--- src/rtl/sfrhc_pkg.sv ---
// Shared types and constants of the SLIP frame receiver with header check.
// No dependencies; used by the decoder core, the top level and the checker.
package sfrhc_pkg;

  // Default frame geometry
  localparam int unsigned DefMaxPayloadBytes = 246;
  localparam int unsigned DefHeaderBytes     = 6;
  localparam int unsigned DefCheckBytes      = 4;

  // SLIP special characters
  localparam logic [7:0] SLIP_END     = 8'hC0;
  localparam logic [7:0] SLIP_ESC     = 8'hDB;
  localparam logic [7:0] SLIP_ESC_END = 8'hDC;
  localparam logic [7:0] SLIP_ESC_ESC = 8'hDD;

  // Header format fields
  localparam logic [5:0] HDR0_MARK = 6'h3E;
  localparam logic [1:0] HDR1_KIND = 2'b10;

  // Configuration register indexes
  localparam int unsigned CFG_IDX_W = 1;
  localparam logic [CFG_IDX_W-1:0] CFG_OWN_ADDR   = 1'b0;
  localparam logic [CFG_IDX_W-1:0] CFG_BCAST_ADDR = 1'b1;

  // Event codes of a result
  typedef enum logic [2:0] {
    EV_NONE       = 3'd0,
    EV_DATA       = 3'd1,
    EV_ACCEPT     = 3'd2,
    EV_ERROR      = 3'd3,
    EV_IRRELEVANT = 3'd4,
    EV_SHORT      = 3'd5
  } event_e;

  // One result item
  typedef struct packed {
    logic [31:0] error_count;
    logic [1:0]  priority_res;
    logic [8:0]  frame_length;
    logic [7:0]  byte_index;
    logic [7:0]  data_byte;
    event_e      event_res;
  } result_t;

endpackage

--- src/rtl/sfrhc_core.sv ---
// SLIP decode and header check state: one byte per step, one result per step.
// Depends on sfrhc_pkg.
module sfrhc_core import sfrhc_pkg::*; #(
  parameter int unsigned MaxPayloadBytes = DefMaxPayloadBytes,
  parameter int unsigned HeaderBytes     = DefHeaderBytes,
  parameter int unsigned CheckBytes      = DefCheckBytes
) (
  input  logic                 clk_i,
  input  logic                 rst_ni,
  input  logic                 cfg_we_i,
  input  logic [CFG_IDX_W-1:0] cfg_idx_i,
  input  logic [7:0]           cfg_wdata_i,
  input  logic                 step_i,
  input  logic [7:0]           rx_byte_i,
  output result_t              res_o
);

  localparam int unsigned FrameCap = HeaderBytes + MaxPayloadBytes + CheckBytes;
  localparam int unsigned FrameMin = HeaderBytes + CheckBytes;
  localparam int unsigned PosW     = $clog2(FrameCap + 1);
  localparam logic [PosW-1:0] PosCap   = PosW'(FrameCap);
  localparam logic [PosW-1:0] PosMin   = PosW'(FrameMin);
  localparam logic [PosW-1:0] PosHdr   = PosW'(4);
  localparam logic [PosW-1:0] PosLastH = PosW'(3);

  logic [7:0]      own_q, bcast_q;
  logic [PosW-1:0] pos_q, pos_d;
  logic            hunt_q, hunt_d;
  logic            esc_q, esc_d;
  logic [7:0]      hdr_q [4];
  logic [7:0]      hdr_d [4];
  logic [31:0]     err_q, err_d;
  logic [1:0]      err_inc;
  logic            do_store;
  logic [7:0]      store_byte;
  logic            bad0, bad1, irrel;
  result_t         res;

  // Configuration registers
  always_ff @(posedge clk_i or negedge rst_ni) begin
    if (!rst_ni) begin
      own_q   <= 8'h00;
      bcast_q <= 8'hFF;
    end else if (cfg_we_i) begin
      unique case (cfg_idx_i)
        CFG_OWN_ADDR:   own_q   <= cfg_wdata_i;
        CFG_BCAST_ADDR: bcast_q <= cfg_wdata_i;
        default:        own_q   <= own_q;
      endcase
    end
  end

  // Header format tests, valid when the fourth byte is being stored
  assign bad0  = (hdr_q[0][5:0] != HDR0_MARK);
  assign bad1  = (hdr_q[1][5:4] != HDR1_KIND);

  // Next state and result for the byte at the input
  always_comb begin
    pos_d      = pos_q;
    hunt_d     = hunt_q;
    esc_d      = esc_q;
    hdr_d      = hdr_q;
    err_inc    = 2'd0;
    do_store   = 1'b0;
    store_byte = rx_byte_i;
    irrel      = 1'b0;
    res        = '0;
    res.event_res = EV_NONE;

    if (rx_byte_i == SLIP_END) begin
      // frame end or frame start
      if (!hunt_q) begin
        if (pos_q >= PosMin) begin
          if (!esc_q) begin
            res.event_res    = EV_ACCEPT;
            res.frame_length = 9'(pos_q);
            res.priority_res = hdr_q[0][7:6];
          end else begin
            err_inc       = 2'd1;
            res.event_res = EV_ERROR;
          end
        end else if (pos_q != '0 || esc_q) begin
          res.event_res = EV_SHORT;
        end
      end
      hunt_d = 1'b0;
      pos_d  = '0;
      esc_d  = 1'b0;
    end else if (!hunt_q) begin
      if (pos_q >= PosCap) begin
        // overflow
        hunt_d        = 1'b1;
        pos_d         = '0;
        esc_d         = 1'b0;
        err_inc       = 2'd1;
        res.event_res = EV_ERROR;
      end else if (esc_q) begin
        esc_d = 1'b0;
        if (rx_byte_i == SLIP_ESC_END) begin
          do_store   = 1'b1;
          store_byte = SLIP_END;
        end else if (rx_byte_i == SLIP_ESC_ESC) begin
          do_store   = 1'b1;
          store_byte = SLIP_ESC;
        end else begin
          // bad escape
          hunt_d        = 1'b1;
          pos_d         = '0;
          err_inc       = 2'd1;
          res.event_res = EV_ERROR;
        end
      end else if (rx_byte_i == SLIP_ESC) begin
        esc_d = 1'b1;
      end else begin
        do_store = 1'b1;
      end
    end

    // Store a decoded byte; the fourth one triggers the header check
    if (do_store) begin
      if (pos_q < PosHdr) begin
        hdr_d[pos_q[1:0]] = store_byte;
      end
      res.event_res  = EV_DATA;
      res.data_byte  = store_byte;
      res.byte_index = 8'(pos_q);
      pos_d          = pos_q + PosW'(1);
      if (pos_q == PosLastH) begin
        // destination is the byte being stored
        irrel   = (store_byte != own_q) && (store_byte != bcast_q);
        err_inc = 2'(bad0) + 2'(bad1);
        if (bad0 || bad1 || irrel) begin
          hunt_d         = 1'b1;
          pos_d          = '0;
          res.event_res  = (bad0 || bad1) ? EV_ERROR : EV_IRRELEVANT;
          res.data_byte  = 8'h00;
          res.byte_index = 8'h00;
        end
      end
    end

    err_d = err_q + 32'(err_inc);
    res.error_count = err_d;
  end

  // Decoder state, advanced on every accepted byte
  always_ff @(posedge clk_i or negedge rst_ni) begin
    if (!rst_ni) begin
      pos_q  <= '0;
      hunt_q <= 1'b1;
      esc_q  <= 1'b0;
      hdr_q  <= '{default: 8'h00};
      err_q  <= 32'd0;
    end else if (step_i) begin
      pos_q  <= pos_d;
      hunt_q <= hunt_d;
      esc_q  <= esc_d;
      hdr_q  <= hdr_d;
      err_q  <= err_d;
    end
  end

  assign res_o = res;

endmodule

--- src/rtl/slip_frame_receiver_with_header_check.sv ---
// Top level of the SLIP frame receiver with header check: stream ports,
// output register and skid stage. Depends on sfrhc_pkg and sfrhc_core.
//
// Takes one SLIP encoded byte per transfer and gives exactly one result per
// byte, in order: a decoded data byte with its index, a frame verdict
// (accepted with length and priority, error, dropped as irrelevant, short),
// or nothing, always with the running receive error count. A byte is
// decoded in the cycle of its transfer and its result is registered in the
// output register, or in the skid stage while the output is held. The
// sustained rate is one byte per clock while results are taken; a two-entry
// output buffer keeps the slave side ready while one result waits to be
// taken. Configuration writes land at the next clock edge and are to be
// made only while no byte is in flight.
module slip_frame_receiver_with_header_check import sfrhc_pkg::*; #(
  parameter int unsigned MaxPayloadBytes = DefMaxPayloadBytes,
  parameter int unsigned HeaderBytes     = DefHeaderBytes,
  parameter int unsigned CheckBytes      = DefCheckBytes
) (
  input  logic                 clk_i,
  input  logic                 rst_ni,
  // configuration write port
  input  logic                 cfg_we_i,
  input  logic [CFG_IDX_W-1:0] cfg_idx_i,
  input  logic [7:0]           cfg_wdata_i,
  // receive byte stream
  input  logic                 s_axis_tvalid_i,
  output logic                 s_axis_tready_o,
  input  logic [7:0]           s_axis_tdata_i,  // [7:0] rx_byte
  // result stream
  output logic                 m_axis_tvalid_o,
  input  logic                 m_axis_tready_i,
  output logic [63:0]          m_axis_tdata_o,  // [7:0] data_byte, [15:8] byte_index,
                                                // [24:16] frame_length,
                                                // [26:25] priority_res,
                                                // [58:27] error_count, rest zero
  output logic [2:0]           m_axis_tuser_o   // [2:0] event_res
);

  logic    in_xfer;
  result_t core_res;
  result_t out_q, skid_q;
  logic    out_valid_q, skid_valid_q;

  assign s_axis_tready_o = !skid_valid_q;
  assign in_xfer         = s_axis_tvalid_i && s_axis_tready_o;

  sfrhc_core #(
    .MaxPayloadBytes (MaxPayloadBytes),
    .HeaderBytes     (HeaderBytes),
    .CheckBytes      (CheckBytes)
  ) u_core (
    .clk_i       (clk_i),
    .rst_ni      (rst_ni),
    .cfg_we_i    (cfg_we_i),
    .cfg_idx_i   (cfg_idx_i),
    .cfg_wdata_i (cfg_wdata_i),
    .step_i      (in_xfer),
    .rx_byte_i   (s_axis_tdata_i),
    .res_o       (core_res)
  );

  // Output register with skid stage
  always_ff @(posedge clk_i or negedge rst_ni) begin
    if (!rst_ni) begin
      out_valid_q  <= 1'b0;
      skid_valid_q <= 1'b0;
    end else if (!out_valid_q || m_axis_tready_i) begin
      if (skid_valid_q) begin
        out_valid_q  <= 1'b1;
        skid_valid_q <= 1'b0;
      end else begin
        out_valid_q <= in_xfer;
      end
    end else if (in_xfer) begin
      skid_valid_q <= 1'b1;
    end
  end

  // Payload path, no reset
  always_ff @(posedge clk_i) begin
    if (!out_valid_q || m_axis_tready_i) begin
      if (skid_valid_q) begin
        out_q <= skid_q;
      end else if (in_xfer) begin
        out_q <= core_res;
      end
    end else if (in_xfer) begin
      skid_q <= core_res;
    end
  end

  assign m_axis_tvalid_o = out_valid_q;
  assign m_axis_tuser_o  = out_q.event_res;
  assign m_axis_tdata_o  = {5'd0, out_q.error_count, out_q.priority_res,
                            out_q.frame_length, out_q.byte_index, out_q.data_byte};

endmodule

--- config.mk ---
export PLATFORM = sky130hd
export DESIGN_NAME = slip_frame_receiver_with_header_check
export DESIGN_NICKNAME = d
export VERILOG_FILES = /design/src/rtl/sfrhc_pkg.sv /design/src/rtl/sfrhc_core.sv /design/src/rtl/slip_frame_receiver_with_header_check.sv
export SDC_FILE = /design/constraint.sdc
export NUM_CORES = 1
export LEC_CHECK = 0
export BUFFER_PORTS_ARGS = -buffer_cell sky130_fd_sc_hd__buf_2
export CAP_MARGIN = 10
export CORE_AREA = 8 8 150 152
export CTS_CLUSTER_SIZE = 40
export DETAILED_ROUTE_END_ITERATION = 10
export DIE_AREA = 0 0 158 160
export PLACE_DENSITY_LB_ADDON = 0.2
export SETUP_SLACK_MARGIN = 0.2
export SLEW_MARGIN = 20
export SYNTH_ARGS = -nofsm -noshare
export SYNTH_HDL_FRONTEND = slang
export SYNTH_SLANG_ARGS = --single-unit
--- constraint.sdc ---
create_clock -name clk_i -period 9 [get_ports clk_i]
set_input_delay 2.7 -clock clk_i [delete_from_list [all_inputs] [get_ports clk_i]]
set_output_delay 2.7 -clock clk_i [all_outputs]
set_load 0.05 [all_outputs]
==> results of run 1 <==
[cells by family after synthesis]
family                     Yosys count  synth area share [%]
AOI/OAI and AO/OA                   61                 5.193
xor gates and xnor gates            70                 6.896
adders and majority gates            8                 1.210
buffers and inverters               58                 2.899
DFF                                195                 61.99
muxes                               69                 8.781
other                                1               0.04218
and+or+nand+nor                    223                 12.99
[area by class of cell]
type | instances | area [um2]
Clock buffer | 17 | 425.4
Antenna cell | 1 | 2.502
Tap cell | 270 | 337.8
Inverter | 19 | 71.32
Sequential cell | 195 | 5512
Fill cell | 1799 | 9935
Timing Repair Buffer | 93 | 485.5
Clock inverter | 15 | 122.6
Multi-Input combinational cell | 436 | 3148
[worst paths after layout]
| check | from | to | slack (ns) | cells after the start |
|---|---|---|---|---|
| setup / recovery | s_axis_tdata_i[5] | m_axis_tdata_o[55] | 1.82 | 17 |
| hold / removal | u_core.hdr_q[24] | u_core.hdr_q[24] | 0.49 | 2 |
| setup reg to reg | u_core.pos_q[4] | m_axis_tdata_o[55] | 3.76 | 15 |
| hold reg to reg | u_core.hdr_q[24] | u_core.hdr_q[24] | 0.49 | 2 |
| max in group asynchronous | rst_ni | u_core.err_q[17] | 5.90 | 2 |
| min in group asynchronous | rst_ni | u_core.own_q[5] | 2.49 | 2 |
[metrics by stage]
step	cell area (um2)	total power, W	hold slack, ns
6_report	10100	0.002125	0.4858
5_1_grt	10100	0.002211	0.5137
4_1_cts	10100	0.002144	0.4858
3_5_place_dp	9554	0.001434	0.4693
3_3_place_gp	9554	0.001423	0.4602
2_1_floorplan	8906	0.001341	0.4425
[worst register-to-register path, cell delays in order (launching register included)]
cell     delay, ns
dfrtp_1       0.48
or4_1         0.58
nor4_1        0.57
nand2_1       0.20
nor2_1        0.25
nand2_1       0.09
o21ai_0       0.09
ha_1          0.22
inv_1         0.06
fa_1          0.44
nor3_1        0.47
nand4_1       0.30
nor3_1        0.62
nand3_1       0.17
xnor2_1       0.17
mux2_2        0.28
[registers in the layout (all words and copies together), names as in the netlist]
signal	count
u_core.bcast_q	8
u_core.pos_q	9
skid_valid_q	1
skid_q	62
u_core.err_q	32
m_axis_tvalid_o	1
u_core.own_q	8
m_axis_tuser_o	3
m_axis_tdata_o	59
u_core.hunt_q	1
u_core.esc_q	1
u_core.hdr_q	10
[synthesized netlist by cell type (3+ instances only)]
library cell  count  share of area (%)
edfxtp_1        124                 42
mux2_2           68                8.6
nand2_1          68                2.9
dfrtp_1          62                 17
xnor2_1          44                4.3
nor2_1           33                1.4
clkbuf_1         26                1.1
xor2_1           26                2.6
nand3_1          25                1.4
and2_1           24                1.7
inv_1            18               0.76
o21ai_0          15               0.84
nand4_1          11               0.77
nor3_1           11               0.62
and3_1           10               0.70
dfstp_2           9                2.7
a21o_1            8               0.68
ha_1              7               0.99
nor2b_1           7               0.49
o31ai_1           7               0.59
buf_4             6               0.51
nand2b_1          5               0.35
a22o_1            4               0.39
nor4_1            4               0.28
or3_1             4               0.28
a21oi_1           3               0.17
a221oi_1          3               0.30
and4_1            3               0.30
buf_1             3               0.13
nand3b_1          3               0.25
or2_2             3               0.21
or4_1             3               0.25
[routing by layer]
| metal | track usage [%] | wire length [um] | up-vias |
|---|---|---|---|
| met2 | 25.86 | 9410 | 128 |
| met1 | 19.01 | 8042 | 2702 |
| met5 | 0 | 0 | - |
| met3 | 3.050 | 809 | 24 |
| li1 | - | - | 2591 |
| met4 | 5.060 | 282 | 0 |
[power groups by stage]
stage	sequential, W	clock (W)	combinational [W]
after floorplan	0.00119	0	0.000150
after global placement	0.00110	0	0.000319
after detailed placement	0.00111	0	0.000326
after CTS	0.00109	0.000728	0.000327
after global routing	0.00110	0.000765	0.000348
final	0.00109	0.000715	0.000322
==> results.yml, run 1 <==
logic_synthesis:
  async_flop_share_pct: 36.41
  netlist_instances: 685
  yosysWarningCount: 0
  post_synth_num_cell_types: 62
  synth-seq-area-share_pct: 61.99
  syn-cell-area_um2: 8891
  yosys_register_bits: 195
  yosys_most_used_dff: "edfxtp_1"
  post_syn_area_per_cell_um2: 12.98
  synth-edff-count: 124
layout:
  layout.core_utilization_pct: 50.42
  leading_cell_types_in_the_layout_fill_and_taps_excluded: "edfxtp_1, buf_2, nand2_1, mux2_2, dfrtp_1"
  drive_above_1_share_pct: 27.87
  fin_nets: 792
  mostFrequentLayoutCell: "edfxtp_1"
  layout.cells.non_filler: 1046
  area_delta_synth_final_pct: 13.65
global_routing:
  overflow: 0
  first_global_vias: 5647
  grt_max_degree: 72
  antenna_violations_before_repair: 0
  grt_use_total_pct: 15.24
  wire_length_of_the_first_global_routing_pass_um: 30400
power_and_ir_drop:
  p_int_w: 0.001501
  power.share.switching_pct: 29.35
  power.share.sequential_pct: 51.2
  p_switching_w: 0.0006237
  clkPwrFrac_pct: 33.6
  vdd.ir_drop.worst_v: 0.0001307
  p_leak_nw: 4.114
  power.combinational.fraction_pct: 15.2
  power-per-cell-area_nw_per_um2: 210.3
setup_path:
  cp_top_family: "simple AND/OR/NAND/NOR gates"
  crit_path_cell_trace: "buf_2 -> nand3b_1 -> or2_2 -> a2111o_1 -> nand2b_1 -> nor2_1 -> nand2_1 -> o21ai_0 -> ha_1 -> inv_1 -> fa_1 -> nor3_1 -> nand4_1 -> nor3_1 -> nand3_1 -> xnor2_1 -> mux2_2"
  worst_setup_path_start_kind: "primary input"
  timing.critical_path.to_type: "flop"
  timing.setup.critical_path_class: "primary input to flop"
  critical_path_arrival_ns: 7.36
  critical_path.slowest_cell: "nor3_1"
  cp_slowest_stage_delay_ns: 0.62
  path_common_cell: "nor3_1"
  timing.critical_path.fanout_max: 8
  crit_required_ns: 9.19
  cp.buffers_inverters: 2
sta:
  max-slew-margin-rel_pct: 36.53
  final-setup-viol-count: 0
  tightest_slew_ns: 0.9520
  rsz0062_at_grt: "false"
  layout_setup_ws_ns: 1.823
  fin_tns_setup_ns: 0
  period_needed_ns: 7.177
  slew_violations: 0
  clock.fmax_mhz: 139.3
  finalHoldViolations: 0
  final.setup_skew_ns: 0.008934
  timing.final.crit_share_pct: 79.75
floorplanning:
  die_area_um2: 25280
  initial_utilization_pct: 44.37
  design.core.area_um2: 20040
  floorplan.die.height_um: 160
  fp.dieW_um: 158
  ioPinCount: 91
  rows: 52
detailed_routing:
  drt_pass1_iterations: 5
  routed-via-count: 5445
  antenna_violating_nets_post_route: 0
  avgViaCountPerCell: 5.206
  wire_per_inst_um: 17.73
  drt_wl_total_um: 18540
  drc: 0
  detailedRoute.firstIterationViolations: 349
min_path:
  worst_hold_path_type: "flop to flop"
flow_run:
  drv_cap: 0
clocking:
  ctsResizeCount: 0
  max-clock-path-buffers: 2
  htreeDepth: 4
  root_buffer: "clkbuf_16"
  post-cts-setup-buffers: 0
  post_cts_hold_buffer_count: 0
  cts.sink_count: 195
  cts_tree: "done"
  clock_insertion_delay_worst_skew_ns: 0.43
  cts.clk_slew.worst_paths_ns: 0.07
  number_of_clock_buffers_inserted_by_tritoncts: 17
placed_design:
  place.port_buffers: 85
  placement.setup.worst_slack_ns: 1.399
  place_hpwl_um: 12680
  place.detailed.instances: 1013
  gp_congestion: 0.8935
run_status:
  outcome: "finished clean"
(Power assumes the default switching activity.)
==> run 2, diff against run 1 <==
clock period = 6.25 ns   (was 9 ns; I/O delays follow)
==> results.yml, run 2 (synthesis results as in run 1) <==
power_and_ir_drop:
  p_leak_nw: 4.165
  design_power_total_w: 0.003129
  power-per-cell-area_nw_per_um2: 306.5
  vdd.ir_drop.worst_v: 0.0001925
clocking:
  root_buffer: "clkbuf_16"
  clock_insertion_delay_worst_skew_ns: 0.43
  post-cts-setup-buffers: 0
  htreeDepth: 4
  ctsResizeCount: 0
  max-clock-path-buffers: 2
  cts.clk_slew.worst_paths_ns: 0.07
  cts.sink_count: 195
  number_of_clock_buffers_inserted_by_tritoncts: 17
  cts_tree: "done"
  post_cts_hold_buffer_count: 0
setup_path:
  critical_path_arrival_ns: 5.89
  worst_setup_path_start_kind: "primary input"
  r2r.worst_path.cells: 17
  timing.critical_path.fanout_max: 6
  timing.rr.end: "m_axis_tdata_o[57]"
  timing.setup.critical_path_class: "primary input to flop"
  timing.critical_path.to_type: "flop"
  crit-reg2reg-launch: "u_core.pos_q[4]"
  r2r_slack_ns: 1.65
  crit_required_ns: 6.44
detailed_routing:
  detailedRoute.firstIterationViolations: 333
  drc: 0
  avgViaCountPerCell: 5.230
  drt_wl_total_um: 18550
  drt_pass1_iterations: 5
  routed-via-count: 5491
  antenna_violating_nets_post_route: 0
  wire_per_inst_um: 17.67
layout:
  fin_nets: 797
  top_register: "skid_q"
  mostFrequentLayoutCell: "edfxtp_1"
  area_delta_synth_final_pct: 14.82
  drive_above_1_share_pct: 28.46
  layout.cells.non_filler: 1050
  antenna_cells: 0
  post_route_design_area_um2: 10210
  largest_register_ff_count: 62
  leading_cell_types_in_the_layout_fill_and_taps_excluded: "edfxtp_1, buf_2, nand2_1, mux2_2, dfrtp_1"
placed_design:
  gp_congestion: 0.9014
  place_hpwl_um: 12850
  post_dp_cell_area_um2: 9604
  place.port_buffers: 85
  place.detailed.instances: 1018
global_routing:
  overflow: 0
  grt_max_degree: 72
  first_global_vias: 5622
  antenna_violations_before_repair: 0
  grt_use_total_pct: 15.23
  wire_length_of_the_first_global_routing_pass_um: 30190
sta:
  period_needed_ns: 5.704
  final-setup-viol-count: 0
  max-slew-margin-rel_pct: 33.06
  final.setup_skew_ns: 0.01033
  rsz0062_at_grt: "false"
  fin_tns_setup_ns: 0
  clock.fmax_mhz: 175.3
  slew_violations: 0
  timing.final.crit_share_pct: 91.26
  finalHoldViolations: 0
  tightest_slew_ns: 1.004
floorplanning:
  ioPinCount: 91
  fp.dieW_um: 158
  initial_utilization_pct: 44.37
  die_area_um2: 25280
  floorplan.die.height_um: 160
  design.core.area_um2: 20040
  rows: 52
min_path:
  timing.hold.worst.start: "u_core.hdr_q[25]"
  hold_depth: 2
  worst_hold_path_type: "flop to flop"
  holdPathEnd: "u_core.hdr_q[25]"
flow_run:
  drv_cap: 0
run_status:
  outcome: "finished clean"
-- run 2: cell types whose count changed in the layout (fill, tap and decap cells not counted) --
cell	delta
clkinv_1	-1
clkinv_2	-2
inv_8	+1
clkbuf_8	+1
buf_12	+1
buf_4	+4
bufinv_16	+1
inv_6	-1
clkinv_4	-1
clkinv_8	+2
diode_2	-1
-- run 2: final cells by class --
cell class                 instances  area (um2)
fill                            1772        9831
sequential                       195        5512
multi-input combinational        436        3148
timing repair buffer              98       535.5
clock buffer                      18       439.2
tap                              270       337.8
clock inverter                    14       165.2
inverter                          19       71.32
-- run 2: metrics by stage --
stage                     hold WS (ns)  utilization [%]  setup WS, ns
after floorplan                 0.4425                -        0.2228
after global placement          0.4615            47.93        0.2400
after detailed placement        0.4680            47.93        0.1747
after CTS                       0.4850            50.94        0.5840
after global routing            0.5047            50.94        0.2528
final                           0.4817            50.94        0.5462
-- run 2: where the power goes --
part	internal (W)	switching, W
registers	0.00150	0.0000706
logic	0.000144	0.000315
clock network	0.000582	0.000519
-- run 2: how the worst max path moves through the flow --
stage | to | cells past startpoint | startpoint
6_report | m_axis_tdata_o[57] | 19 | s_axis_tdata_i[1]
5_1_grt | m_axis_tdata_o[55] | 19 | s_axis_tdata_i[1]
4_1_cts | m_axis_tdata_o[57] | 19 | s_axis_tdata_i[1]
3_5_place_dp | m_axis_tdata_o[57] | 19 | s_axis_tdata_i[1]
3_3_place_gp | m_axis_tdata_o[55] | 19 | s_axis_tdata_i[1]
2_1_floorplan | m_axis_tdata_o[55] | 17 | s_axis_tdata_i[7]
-- run 2: worst max-delay path, stage by stage --
cell	delay, ns
buf_2	0.11
nand4b_1	0.28
or2_2	0.37
a2111o_1	0.44
nand2b_1	0.24
nor2_1	0.19
nand2_1	0.07
o21ai_0	0.08
ha_1	0.22
inv_1	0.06
fa_1	0.44
nor3_1	0.21
buf_4	0.16
nand4_1	0.21
nor3_1	0.23
buf_4	0.18
nand3_1	0.10
xnor2_1	0.15
mux2_2	0.27
-- run 2: per-layer routing --
metal  track usage (%)  part of all wire (%)  up-vias
li1                  -                     -     2608
met1             19.14                    43     2728
met2             25.08                    51      127
met3             3.401                   4.6       28
met4             5.832                   1.9        0
met5                 0                     0        -
==> run 3, diff against run 2 <==
PLACE_DENSITY = 0.65   (was default)
PLACE_DENSITY_LB_ADDON = default   (was 0.2)
==> results.yml, run 3 (synthesis results as in run 1) <==
run_status:
  outcome: "finished clean"
sta:
  rsz0062_at_grt: "false"
  period_needed_ns: 5.663
  clock.fmax_mhz: 176.6
  max-slew-margin-rel_pct: 29.85
  slew_violations: 0
  tightest_slew_ns: 1.052
  timing.final.crit_share_pct: 90.61
  layout_setup_ws_ns: 0.5872
  finalHoldViolations: 0
  final-setup-viol-count: 0
  whs_ns: 0.4875
  final.setup_skew_ns: 0.01029
  fin_tns_setup_ns: 0
power_and_ir_drop:
  p_leak_nw: 4.136
  power-per-cell-area_nw_per_um2: 303.7
  design_power_total_w: 0.003080
  vdd.ir_drop.worst_v: 0.0001997
placed_design:
  post_dp_cell_area_um2: 9584
  place.port_buffers: 85
  place_hpwl_um: 12600
  placement.setup.worst_slack_ns: 0.1658
  gp_congestion: 0.8588
global_routing:
  grt_use_total_pct: 14.73
  wire_length_of_the_first_global_routing_pass_um: 29350
  first_global_vias: 5656
  overflow: 0
  grt_max_degree: 72
  antenna_violations_before_repair: 0
clocking:
  root_buffer: "clkbuf_16"
  ctsResizeCount: 0
  number_of_clock_buffers_inserted_by_tritoncts: 17
  cts_tree: "done"
  post-cts-setup-buffers: 0
  htreeDepth: 4
  post_cts_hold_buffer_count: 0
  max-clock-path-buffers: 2
  cts.sink_count: 195
  cts.clk_slew.worst_paths_ns: 0.07
  clock_insertion_delay_worst_skew_ns: 0.43
setup_path:
  timing.critical_path.fanout_max: 8
  timing.setup.critical_path_class: "primary input to flop"
  crit-reg2reg-launch: "u_core.pos_q[4]"
  worst_setup_path_start_kind: "primary input"
  timing.critical_path.to_type: "flop"
  timing.critical_path.from: "s_axis_tdata_i[5]"
  crit_required_ns: 6.44
  r2r_slack_ns: 1.67
  critical_path_arrival_ns: 5.85
detailed_routing:
  routed-via-count: 5521
  detailedRoute.firstIterationViolations: 420
  wire_per_inst_um: 17.22
  drt_wl_total_um: 18070
  avgViaCountPerCell: 5.263
  antenna_violating_nets_post_route: 0
  drt_pass1_iterations: 5
  drc: 0
layout:
  filler_cell_count: 1786
  area_delta_synth_final_pct: 14.06
  post_route_design_area_um2: 10140
  top_register: "skid_q"
  drive_above_1_share_pct: 27.86
  largest_register_ff_count: 62
  antenna_cells: 0
  fin_nets: 796
  leading_cell_types_in_the_layout_fill_and_taps_excluded: "edfxtp_1, buf_2, nand2_1, mux2_2, dfrtp_1"
  mostFrequentLayoutCell: "edfxtp_1"
min_path:
  worst_hold_path_type: "flop to flop"
  timing.hold.worst.start: "u_core.hdr_q[24]"
flow_run:
  drv_cap: 0
floorplanning:
  die_area_um2: 25280
  rows: 52
  initial_utilization_pct: 44.37
  floorplan.die.height_um: 160
  design.core.area_um2: 20040
  ioPinCount: 91
  fp.dieW_um: 158
-- run 3: changes by cell type in the layout (fill, tap and decap cells not counted) --
| cell | before | now |
|---|---|---|
| clkbuf_1 | 0 | 4 |
| clkinvlp_4 | 3 | 2 |
| clkinv_8 | 2 | 0 |
| inv_8 | 4 | 1 |
| buf_12 | 1 | 0 |
| clkinv_2 | 0 | 1 |
| nor2_1 | 32 | 31 |
| clkinv_1 | 0 | 1 |
| nor2_2 | 0 | 1 |
-- run 3: final timing paths --
| path | endpoint | depth (start not counted) |
|---|---|---|
| setup / recovery | m_axis_tdata_o[57] | 19 |
| hold / removal | u_core.hdr_q[24] | 2 |
| setup reg to reg | m_axis_tdata_o[57] | 17 |
| hold reg to reg | u_core.hdr_q[24] | 2 |
| max in group asynchronous | u_core.err_q[2] | 2 |
| min in group asynchronous | u_core.own_q[7] | 2 |
-- run 3: area by class of cell --
class	count	area [um2]	area share [%]
multi-input combinational	436	3151	31.07
timing repair buffer	97	515.5	5.083
clock buffer	22	454.2	4.479
tap	270	337.8	3.331
sequential	195	5512	54.35
clock inverter	10	100.1	0.9870
inverter	19	71.32	0.7033
-- run 3: critical path, cell delays in order --
cell      delay (ns)
buf_2           0.15
nand3b_1        0.27
or2_2           0.38
a2111o_1        0.45
nand2b_1        0.18
nor2_2          0.20
nand2_1         0.08
o21ai_0         0.09
ha_1            0.21
inv_1           0.06
fa_1            0.44
nor3_1          0.21
buf_4           0.16
nand4_1         0.19
nor3_1          0.21
buf_4           0.18
nand3_1         0.09
xnor2_1         0.16
mux2_2          0.27
-- run 3: report_power, final --
| group | switching (W) | internal (W) |
|---|---|---|
| logic | 0.000320 | 0.000144 |
| clock network | 0.000483 | 0.000566 |
| registers | 0.0000674 | 0.00150 |
| total | 0.000870 | 0.00221 |
-- run 3: per-stage QoR --
step	cells	util (%)
after floorplan	689	-
after global placement	1017	47.83
after detailed placement	1017	47.83
after CTS	1049	50.59
after global routing	1049	50.61
final	1049	50.61
-- run 3: layer usage --
metal,vias up,routed length (um),global-route usage [%]
met2,157,8953,25.02
li1,2610,-,-
met1,2736,7837,18.10
met5,-,0,0
met4,0,243,4.846
met3,18,1033,3.401
